<file path="src/hw/rtl/ssr_pkg.sv">
// Shared types and constants for the soft starter ramp sequencer.
package ssr_pkg;

  localparam int unsigned CMP_W     = 14;
  localparam int unsigned TICK_W    = 12;
  localparam int unsigned CNT_W     = 13;
  localparam int unsigned PROD_W    = CMP_W + CNT_W;
  localparam int unsigned DIV_CNT_W = 5;

  localparam logic [CMP_W-1:0]     COMPARE_OFF       = 14'd9001;
  localparam logic [CMP_W-1:0]     INIT_RESET        = 14'd9000;
  localparam logic [TICK_W-1:0]    TICKS_RESET       = 12'd1000;
  localparam logic [CNT_W-1:0]     BRAKE_DELAY_TICKS = 13'd4;
  localparam logic [CNT_W-1:0]     CNT_MAX           = 13'd8191;
  localparam logic [DIV_CNT_W-1:0] DIV_STEPS         = 5'd27;

  localparam logic [1:0] REG_INIT_COMPARE = 2'd0;
  localparam logic [1:0] REG_RAMP_TICKS   = 2'd1;
  localparam logic [1:0] REG_BRAKE_TICKS  = 2'd2;

  typedef enum logic [1:0] {
    MODE_IDLE   = 2'd0,
    MODE_RAMP   = 2'd1,
    MODE_BYPASS = 2'd2,
    MODE_STOP   = 2'd3
  } mode_e;

  typedef struct packed {
    logic [CMP_W-1:0]  init_compare;
    logic [TICK_W-1:0] ramp_ticks;
    logic [TICK_W-1:0] brake_ticks;
  } ssr_cfg_t;

  typedef struct packed {
    logic accept;
    logic mul_en;
    logic div_start;
    logic load_div;
  } ssr_cmd_t;

  typedef struct packed {
    logic need_div;
    logic div_done;
    logic slot_free;
  } ssr_sts_t;

endpackage

</file>
<file path="src/hw/rtl/ssr_div.sv">
// Restoring divider, one quotient bit per cycle.
module ssr_div (
  input  logic                       clk_i,
  input  logic                       rst_ni,
  input  logic                       start_i,
  input  logic [ssr_pkg::PROD_W-1:0] dividend_i,
  input  logic [ssr_pkg::TICK_W-1:0] divisor_i,
  output logic                       busy_o,
  output logic [ssr_pkg::PROD_W-1:0] quotient_o
);
  import ssr_pkg::*;

  logic [DIV_CNT_W-1:0] cnt_q, cnt_d;
  logic [PROD_W-1:0]    dvd_q, dvd_d;
  logic [CNT_W-1:0]     rem_q, rem_d;
  logic [CNT_W-1:0]     rem_sh;
  logic [CNT_W-1:0]     dsr;
  logic                 ge;

  assign dsr    = {1'b0, divisor_i};
  assign rem_sh = {rem_q[CNT_W-2:0], dvd_q[PROD_W-1]};
  assign ge     = (rem_sh >= dsr);

  always_comb begin
    cnt_d = cnt_q;
    dvd_d = dvd_q;
    rem_d = rem_q;
    if (start_i) begin
      cnt_d = DIV_STEPS;
      dvd_d = dividend_i;
      rem_d = '0;
    end else if (cnt_q != '0) begin
      cnt_d = cnt_q - 1'b1;
      dvd_d = {dvd_q[PROD_W-2:0], ge};
      rem_d = ge ? (rem_sh - dsr) : rem_sh;
    end
  end

  always_ff @(posedge clk_i or negedge rst_ni) begin
    if (!rst_ni) begin
      cnt_q <= '0;
    end else begin
      cnt_q <= cnt_d;
    end
  end

  always_ff @(posedge clk_i) begin
    dvd_q <= dvd_d;
    rem_q <= rem_d;
  end

  assign busy_o     = (cnt_q != '0);
  assign quotient_o = dvd_q;

endmodule

</file>
<file path="src/hw/rtl/ssr_dp.sv">
// Datapath: sequencer state, stop timing, ramp product and divide, result register.
module ssr_dp (
  input  logic                      clk_i,
  input  logic                      rst_ni,
  input  ssr_pkg::ssr_cfg_t         cfg_i,
  input  ssr_pkg::ssr_cmd_t         cmd_i,
  output ssr_pkg::ssr_sts_t         sts_o,
  input  logic                      start_level_i,
  output logic                      out_valid_o,
  input  logic                      out_ready_i,
  output logic [ssr_pkg::CMP_W-1:0] pwm_compare_o,
  output logic                      brake_on_o,
  output logic [1:0]                phase_o
);
  import ssr_pkg::*;

  mode_e             mode_q, mode_d;
  logic [CNT_W-1:0]  elapsed_q, elapsed_d;
  logic [CNT_W-1:0]  stop_cnt_q, stop_cnt_d;
  logic [1:0]        hist_q;
  logic [PROD_W-1:0] prod_q;
  logic [PROD_W-1:0] quot;
  logic              div_busy;

  logic              out_valid_q, out_valid_d;
  logic [CMP_W-1:0]  pwm_q, pwm_d, pwm_now;
  logic              brake_q, brake_d, brake_now;
  mode_e             phase_q, phase_d;

  logic              start_ok, stop_ok, do_stop, need_div, load_direct;
  logic [CNT_W-1:0]  elapsed_inc, stop_c, stop_inc, brake_lim;
  logic              stop_brk, stop_end;

  assign start_ok = start_level_i && hist_q[1];
  assign stop_ok  = !start_level_i && !hist_q[1];

  assign elapsed_inc = (elapsed_q < CNT_MAX) ? elapsed_q + 1'b1 : elapsed_q;
  assign stop_c      = (mode_q == MODE_STOP) ? stop_cnt_q : '0;
  assign stop_inc    = (stop_c < CNT_MAX) ? stop_c + 1'b1 : stop_c;
  assign brake_lim   = BRAKE_DELAY_TICKS + {1'b0, cfg_i.brake_ticks};
  assign stop_brk    = (stop_c >= BRAKE_DELAY_TICKS) && (stop_c < brake_lim);
  assign stop_end    = (stop_c >= brake_lim);

  always_comb begin
    mode_d     = mode_q;
    elapsed_d  = elapsed_q;
    stop_cnt_d = stop_cnt_q;
    pwm_now    = COMPARE_OFF;
    brake_now  = 1'b0;
    need_div   = 1'b0;
    do_stop    = 1'b0;
    unique case (mode_q)
      MODE_IDLE: begin
        if (start_ok) begin
          mode_d    = MODE_RAMP;
          elapsed_d = '0;
          pwm_now   = cfg_i.init_compare;
        end
      end
      MODE_RAMP: begin
        if (stop_ok) begin
          do_stop = 1'b1;
        end else begin
          elapsed_d = elapsed_inc;
          if (elapsed_inc < {1'b0, cfg_i.ramp_ticks}) begin
            need_div = 1'b1;
          end else begin
            mode_d  = MODE_BYPASS;
            pwm_now = '0;
          end
        end
      end
      MODE_BYPASS: begin
        pwm_now = '0;
        if (stop_ok) begin
          do_stop = 1'b1;
        end
      end
      default: begin
        do_stop = 1'b1;
      end
    endcase
    if (do_stop) begin
      pwm_now = COMPARE_OFF;
      if (stop_end) begin
        mode_d     = MODE_IDLE;
        stop_cnt_d = '0;
      end else begin
        mode_d     = MODE_STOP;
        stop_cnt_d = stop_inc;
        brake_now  = stop_brk;
      end
    end
  end

  always_ff @(posedge clk_i or negedge rst_ni) begin
    if (!rst_ni) begin
      mode_q     <= MODE_IDLE;
      elapsed_q  <= '0;
      stop_cnt_q <= '0;
      hist_q     <= '0;
    end else if (cmd_i.accept) begin
      mode_q     <= mode_d;
      elapsed_q  <= elapsed_d;
      stop_cnt_q <= stop_cnt_d;
      hist_q     <= {hist_q[0], start_level_i};
    end
  end

  always_ff @(posedge clk_i) begin
    if (cmd_i.mul_en) begin
      prod_q <= PROD_W'(cfg_i.init_compare) * PROD_W'(elapsed_q);
    end
  end

  ssr_div u_div (
    .clk_i      (clk_i),
    .rst_ni     (rst_ni),
    .start_i    (cmd_i.div_start),
    .dividend_i (prod_q),
    .divisor_i  (cfg_i.ramp_ticks),
    .busy_o     (div_busy),
    .quotient_o (quot)
  );

  // result slot
  assign load_direct = cmd_i.accept && !need_div;

  always_comb begin
    out_valid_d = out_valid_q;
    pwm_d       = pwm_q;
    brake_d     = brake_q;
    phase_d     = phase_q;
    if (out_valid_q && out_ready_i) begin
      out_valid_d = 1'b0;
    end
    if (load_direct) begin
      out_valid_d = 1'b1;
      pwm_d       = pwm_now;
      brake_d     = brake_now;
      phase_d     = mode_d;
    end else if (cmd_i.load_div) begin
      out_valid_d = 1'b1;
      pwm_d       = cfg_i.init_compare - quot[CMP_W-1:0];
      brake_d     = 1'b0;
      phase_d     = MODE_RAMP;
    end
  end

  always_ff @(posedge clk_i or negedge rst_ni) begin
    if (!rst_ni) begin
      out_valid_q <= 1'b0;
    end else begin
      out_valid_q <= out_valid_d;
    end
  end

  always_ff @(posedge clk_i) begin
    pwm_q   <= pwm_d;
    brake_q <= brake_d;
    phase_q <= phase_d;
  end

  assign sts_o.need_div  = need_div;
  assign sts_o.div_done  = !div_busy;
  assign sts_o.slot_free = !out_valid_q || out_ready_i;

  assign out_valid_o   = out_valid_q;
  assign pwm_compare_o = pwm_q;
  assign brake_on_o    = brake_q;
  assign phase_o       = phase_q;

endmodule

</file>
<file path="src/hw/rtl/ssr_ctrl.sv">
// Controller: sequences accept, multiply, divide and result write-back.
module ssr_ctrl (
  input  logic              clk_i,
  input  logic              rst_ni,
  input  logic              in_valid_i,
  output logic              in_ready_o,
  input  ssr_pkg::ssr_sts_t sts_i,
  output ssr_pkg::ssr_cmd_t cmd_o
);
  import ssr_pkg::*;

  typedef enum logic [4:0] {
    S_IDLE  = 5'b00001,
    S_MUL   = 5'b00010,
    S_LOAD  = 5'b00100,
    S_DIV   = 5'b01000,
    S_WRITE = 5'b10000
  } ctrl_state_e;

  ctrl_state_e state_q, state_d;

  assign in_ready_o      = (state_q == S_IDLE) && sts_i.slot_free;
  assign cmd_o.accept    = in_valid_i && in_ready_o;
  assign cmd_o.mul_en    = (state_q == S_MUL);
  assign cmd_o.div_start = (state_q == S_LOAD);
  assign cmd_o.load_div  = (state_q == S_WRITE) && sts_i.slot_free;

  always_comb begin
    state_d = state_q;
    unique case (state_q)
      S_IDLE: begin
        if (cmd_o.accept && sts_i.need_div) begin
          state_d = S_MUL;
        end
      end
      S_MUL:  state_d = S_LOAD;
      S_LOAD: state_d = S_DIV;
      S_DIV: begin
        if (sts_i.div_done) begin
          state_d = S_WRITE;
        end
      end
      S_WRITE: begin
        if (sts_i.slot_free) begin
          state_d = S_IDLE;
        end
      end
      default: state_d = S_IDLE;
    endcase
  end

  always_ff @(posedge clk_i or negedge rst_ni) begin
    if (!rst_ni) begin
      state_q <= S_IDLE;
    end else begin
      state_q <= state_d;
    end
  end

  a_div_entry: assert property (@(posedge clk_i) disable iff (!rst_ni)
    cmd_o.accept && sts_i.need_div |=> state_q == S_MUL)
    else $error("ramp beat did not start multiply");

  a_load_to_div: assert property (@(posedge clk_i) disable iff (!rst_ni)
    state_q == S_LOAD |=> state_q == S_DIV && !sts_i.div_done)
    else $error("divider not busy after start");

  a_div_to_write: assert property (@(posedge clk_i) disable iff (!rst_ni)
    state_q == S_DIV && sts_i.div_done |=> state_q == S_WRITE)
    else $error("divide finished without write-back");

  a_one_load: assert property (@(posedge clk_i) disable iff (!rst_ni)
    !(cmd_o.accept && cmd_o.load_div))
    else $error("accept and divide write-back collide");

endmodule

</file>
<file path="src/hw/rtl/soft_starter_ramp_sequencer_core.sv">
// Top level: APB register file, controller and datapath of the ramp sequencer.
//
//  channel | direction | handshake            | payload
//  --------+-----------+----------------------+--------------------------------------
//  in      | input     | in_valid_i/in_ready_o | start_level_i
//  out     | output    | out_valid_o/out_ready_i | pwm_compare_o, brake_on_o, phase_o
//  cfg     | input     | psel/penable/pready  | paddr, pwdata, prdata
//
// Idle, bypass, stop and ramp-end beats: result registered in the cycle after accept.
// Ramp beats: after accept, the result passes through multiply, divider load, the 27-step
// restoring divide with its done check, and write-back once the result slot is free.
// Reset (rst_ni low, async): sequencer mode idle, counters zero, registers at defaults; phase_o is not reset.
// in_ready_o drops from multiply to write-back of a ramp beat and while the result
// register is full and not taken.
module soft_starter_ramp_sequencer_core (
  input  logic                      clk_i,
  input  logic                      rst_ni,
  input  logic                      in_valid_i,
  output logic                      in_ready_o,
  input  logic                      start_level_i,
  output logic                      out_valid_o,
  input  logic                      out_ready_i,
  output logic [ssr_pkg::CMP_W-1:0] pwm_compare_o,
  output logic                      brake_on_o,
  output logic [1:0]                phase_o,
  input  logic                      psel,
  input  logic                      penable,
  input  logic                      pwrite,
  input  logic [3:0]                paddr,
  input  logic [31:0]               pwdata,
  output logic [31:0]               prdata,
  output logic                      pready
);
  import ssr_pkg::*;

  logic [CMP_W-1:0]  init_q;
  logic [TICK_W-1:0] ramp_q;
  logic [TICK_W-1:0] brake_q;
  logic [1:0]        reg_idx;
  logic              wr_en;
  ssr_cfg_t          cfg;
  ssr_cmd_t          cmd;
  ssr_sts_t          sts;

  assign pready  = 1'b1;
  assign reg_idx = paddr[3:2];
  assign wr_en   = psel && penable && pwrite && pready;

  always_ff @(posedge clk_i or negedge rst_ni) begin
    if (!rst_ni) begin
      init_q  <= INIT_RESET;
      ramp_q  <= TICKS_RESET;
      brake_q <= TICKS_RESET;
    end else if (wr_en) begin
      if (reg_idx == REG_INIT_COMPARE) begin
        init_q <= pwdata[CMP_W-1:0];
      end
      if (reg_idx == REG_RAMP_TICKS) begin
        ramp_q <= pwdata[TICK_W-1:0];
      end
      if (reg_idx == REG_BRAKE_TICKS) begin
        brake_q <= pwdata[TICK_W-1:0];
      end
    end
  end

  always_comb begin
    unique case (reg_idx)
      REG_INIT_COMPARE: prdata = 32'(init_q);
      REG_RAMP_TICKS:   prdata = 32'(ramp_q);
      REG_BRAKE_TICKS:  prdata = 32'(brake_q);
      default:          prdata = '0;
    endcase
  end

  assign cfg.init_compare = init_q;
  assign cfg.ramp_ticks   = ramp_q;
  assign cfg.brake_ticks  = brake_q;

  ssr_ctrl u_ctrl (
    .clk_i      (clk_i),
    .rst_ni     (rst_ni),
    .in_valid_i (in_valid_i),
    .in_ready_o (in_ready_o),
    .sts_i      (sts),
    .cmd_o      (cmd)
  );

  ssr_dp u_dp (
    .clk_i         (clk_i),
    .rst_ni        (rst_ni),
    .cfg_i         (cfg),
    .cmd_i         (cmd),
    .sts_o         (sts),
    .start_level_i (start_level_i),
    .out_valid_o   (out_valid_o),
    .out_ready_i   (out_ready_i),
    .pwm_compare_o (pwm_compare_o),
    .brake_on_o    (brake_on_o),
    .phase_o       (phase_o)
  );

endmodule
</file>
<file path="config.mk">
export PLATFORM = sky130hd
export DESIGN_NAME = soft_starter_ramp_sequencer_core
export DESIGN_NICKNAME = d
export VERILOG_FILES = /design/src/hw/rtl/ssr_pkg.sv /design/src/hw/rtl/ssr_div.sv /design/src/hw/rtl/ssr_dp.sv /design/src/hw/rtl/ssr_ctrl.sv /design/src/hw/rtl/soft_starter_ramp_sequencer_core.sv
export SDC_FILE = /design/constraint.sdc
export NUM_CORES = 1
export LEC_CHECK = 0
export BUFFER_PORTS_ARGS = -buffer_cell sky130_fd_sc_hd__buf_2
export CORE_MARGIN = 1
export CORE_UTILIZATION = 45
export CTS_CLUSTER_SIZE = 12
export DETAILED_ROUTE_END_ITERATION = 8
export PLACE_DENSITY = 0.61
export SYNTH_ARGS = -nofsm -noshare
export SYNTH_HDL_FRONTEND = slang
export SYNTH_HIERARCHICAL = 1
export SYNTH_SLANG_ARGS = --single-unit
</file>
<file path="constraint.sdc">
create_clock -name clk_i -period 8.25 [get_ports clk_i]
set_clock_uncertainty 0.15 [all_clocks]
set_input_delay 0.825 -clock clk_i [delete_from_list [all_inputs] [get_ports clk_i]]
set_output_delay 0.825 -clock clk_i [all_outputs]
set_load 0.01 [all_outputs]
</file>
==> metrics.md <==
| Metric | Value |
|---|---|
| Worst Tran Pin Value | `1.15 ns` |
| CP startpoint kind | `flop` |
| TritonRoute pass-1 iters | `5` |
| R2R Path End | `u_dp/prod_q[25]` |
| Final-stage net count | `2028` |
| Worst Setup End Kind | `flop` |
| Sink Count | `162` |
| Largest net degree at the start of global routing | `57` |
| Top delay family on crit path | `adder cells` |
| Core area | `34900 um^2` |
| Worst stage delay on the critical path | `0.86 ns` |
| Worst hold slack | `0.130 ns` |
| Commonest non-fill, non-tap cells in the layout | `261 x inv_1, 188 x nand2_1, 134 x fa_1, 131 x ha_1, 99 x and2_1` |
| Synth warnings | `6` |
| Mapped Cells | `1712` |
| Rows | `68` |
| # Post-CTS Setup Buffers | `0` |
| Most common cell after layout, fill and taps aside | `inv_1` |
| Share of cells above drive strength 1 | `13.0%` |
| First-pass GRT wire length | `60500 um` |
| Combinational Power Share | `46.9%` |
| Total CTS buffers | `17` |
| Worst slew margin | `23.3%` |
| Initial antenna violation count | `2` |
| Avg Vias per Cell | `5.41` |
| Layout area overhead | `6.93%` |
| Pins Over Slew Limit | `0` |
| H-tree depth | `4` |
| Critical path data required time | `8.27 ns` |
| Die area | `36600 um^2` |
| Post-synthesis cell area | `16100 um^2` |
| Root buf cell | `clkbuf_16` |
| PostCTS Resize Cnt | `0` |
| Critical-path top delay cell | `dfrtp_1` |
| Count of different cell masters after synthesis | `89` |
| Residual overflow from global routing | `0` |
| Hold Buf Count CTS | `0` |
| Fin crit period | `6.63 ns` |
| Final setup violation count | `0` |
| Worst hold path type | `in -> async` |
| Final period util | `80.3%` |
| Clock share of power | `20.6%` |
| Inst Count DP | `2155` |
| Max Clock Freq | `151 MHz` |
| DP Area | `16600 um^2` |
| IO Port Bufs | `56` |
| Run status | `finished clean` |
| Sequential fraction of design power | `32.5%` |
| Crit path top cell by count | `fa_1` |
| Clock Latency Late Sink | `0.44 ns` |
| Routed Antenna Nets | `0` |
| RSZ-0062 raised after global routing | `no` |
| Reg2reg setup slack | `1.62 ns` |
| Seq/Total Area, Yosys | `27.1%` |
| Routed WL | `37000 um` |
| GP Congestion | `0.860` |
| DR DRC count | `0` |
| Antenna Cells | `0` |
| Die Height | `191 um` |
| Switching portion of total power | `41.4%` |
| CP arrival | `6.65 ns` |
| Final Non-Filler Cells | `2187` |
| Number of I/O pins | `96` |
| Horiz. Die Dim | `191 um` |
| Initial Utilization | `46.2%` |
| Number of global-route vias before repair | `11700` |
| RR Startpoint | `u_dp/elapsed_q[6]` |
| Vias post-DR | `11800` |
| Register Area | `4370 um^2` |
| Clock transition at the registers of the reported paths | `0.08 ns` |
| Psw | `0.00180 W` |
| Setup TNS | `0 ns` |
| Number of enable flip-flop cells after synthesis | `71` |
| DP Wirelength | `27600 um` |
| Leakage | `8.10 nW` |
| MaxCap Viol Count | `0` |
| Fillers | `3346` |
| WL per Instance | `16.9 um` |
| Setup CP Type | `reg -> reg` |
| Seq cells post-synth | `162` |
| PwrDens | `252 nW/um^2` |
| Asr flop ratio synth | `48.8%` |
| Power Internal | `0.00255 W` |
| Main synth FF type | `edfxtp_1` |
| R2R depth | `17` |
| VDD IR max | `0.138 mV` |
| Clock buffer depth | `2` |
| Area of the multi-input gates | `10300 um^2` |
| CP cell instances | `nand2_1 > fa_1 > inv_1 > fa_1 > fa_1 > fa_1 > inv_1 > fa_1 > inv_1 > ha_1 > a211o_1 > a211oi_1 > a211oi_1 > o41ai_2 > o21ai_0 > nand3b_1 > o211ai_1` |
| Final hold vios | `0` |
| CTS tree | `done` |
| Finished layout cell area | `17200 um^2` |
| Gr usage total | `21.2%` |
| Buf/Inv on CP | `3` |
| Worst-path maximum fanout | `21` |
| Mean Syn Cell Area | `9.42 um^2` |
| Drt first-iter violations | `608` |
## per-stage QoR
step	util, %	power (W)	setup WS, ns
after floorplan	-	0.00293	2.33
after global placement	47.6	0.00340	1.72
after detailed placement	47.6	0.00345	1.72
after CTS	49.4	0.00437	1.66
after global routing	49.4	0.00469	1.30
final	49.4	0.00435	1.62
## layout make-up
cell class,count,area share (%)
clock buffer,19,2.57
timing repair buffer,70,2.25
sequential,162,25.3
clock inverter,13,1.13
tap,455,3.30
inverter,261,5.68
multi-input combinational,1207,59.7
## synth_stat cells (10+ instances only)
cell      number  area [um^2]
a21oi_1       65          325
clkbuf_1      49          184
xnor2_1       33          289
nor3b_1       12         90.1
nand2_1      188          706
mux2_4        10          150
nor4_1        12         75.1
and2_1        99          619
ha_1         131         1640
buf_4         27          203
dfstp_2       18          473
dfxtp_1       12          240
fa_1         134         2680
inv_1        261          980
nor2b_1       11         68.8
a21o_1        23          173
nand3_1       39          195
mux2i_1       14          140
nor2_1        72          270
nor3_1        19         95.1
dfrtp_1       61         1530
o21ai_0       57          285
a211oi_1      13         97.6
mux2_2        59          664
nand2b_1      14         87.6
xor2_1        23          201
nand4_1       12         75.1
edfxtp_1      71         2130
## flip-flops by register name, indices dropped and copies added, names as in the netlist, 5 cells and up
name                   flops
u_dp/prod_q               27
u_dp/u_div/quotient_o     27
init_q                    14
u_dp/pwm_compare_o        14
u_dp/elapsed_q            13
u_dp/stop_cnt_q           13
brake_q                   12
ramp_q                    12
u_dp/u_div/rem_q          12
u_ctrl/state_q             5
u_dp/u_div/cnt_q           5
## worst max path at each step
| stage | startpoint | to | slack [ns] | cells past startpoint |
|---|---|---|---|---|
| final | u_dp/elapsed_q[6] | u_dp/prod_q[25] | 1.62 | 17 |
| after global routing | u_dp/elapsed_q[6] | u_dp/prod_q[25] | 1.30 | 17 |
| after CTS | u_dp/elapsed_q[6] | u_dp/prod_q[25] | 1.66 | 17 |
| after detailed placement | u_dp/elapsed_q[6] | u_dp/prod_q[25] | 1.72 | 17 |
| after global placement | u_dp/elapsed_q[6] | u_dp/prod_q[25] | 1.72 | 17 |
| after floorplan | u_dp/elapsed_q[6] | u_dp/prod_q[25] | 2.33 | 19 |
## cell families (layout without fill, tap and decap cells)
group | after synthesis | in the layout | synth area share [%]
compound gates | 267 | 267 | 11.4
xor+xnor | 56 | 56 | 3.04
fa+ha+maj | 265 | 265 | 26.8
simple gates | 517 | 517 | 16.2
mux | 83 | 83 | 5.92
other cells | 2 | 19 | 0.0466
buf+inv | 360 | 363 | 9.50
flops | 162 | 162 | 27.1
## power groups by stage
stage / Sequential [W] / Clock (W) / Combinational, W
floorplan: 0.00130 / 0 / 0.00164
global placement: 0.00142 / 0 / 0.00197
detailed placement: 0.00143 / 0 / 0.00202
CTS: 0.00142 / 0.000915 / 0.00204
global route: 0.00145 / 0.000946 / 0.00229
finish: 0.00141 / 0.000894 / 0.00204
## per-layer routing
layer	GRT usage, %	part of all wire (%)	wire length (um)
met5	0	0.070	26
met4	5.95	1.8	649
met3	3.65	4.2	1560
met2	35.1	48	17800
met1	28.4	46	17000
Note: power is estimated with default switching activity, not from simulation.
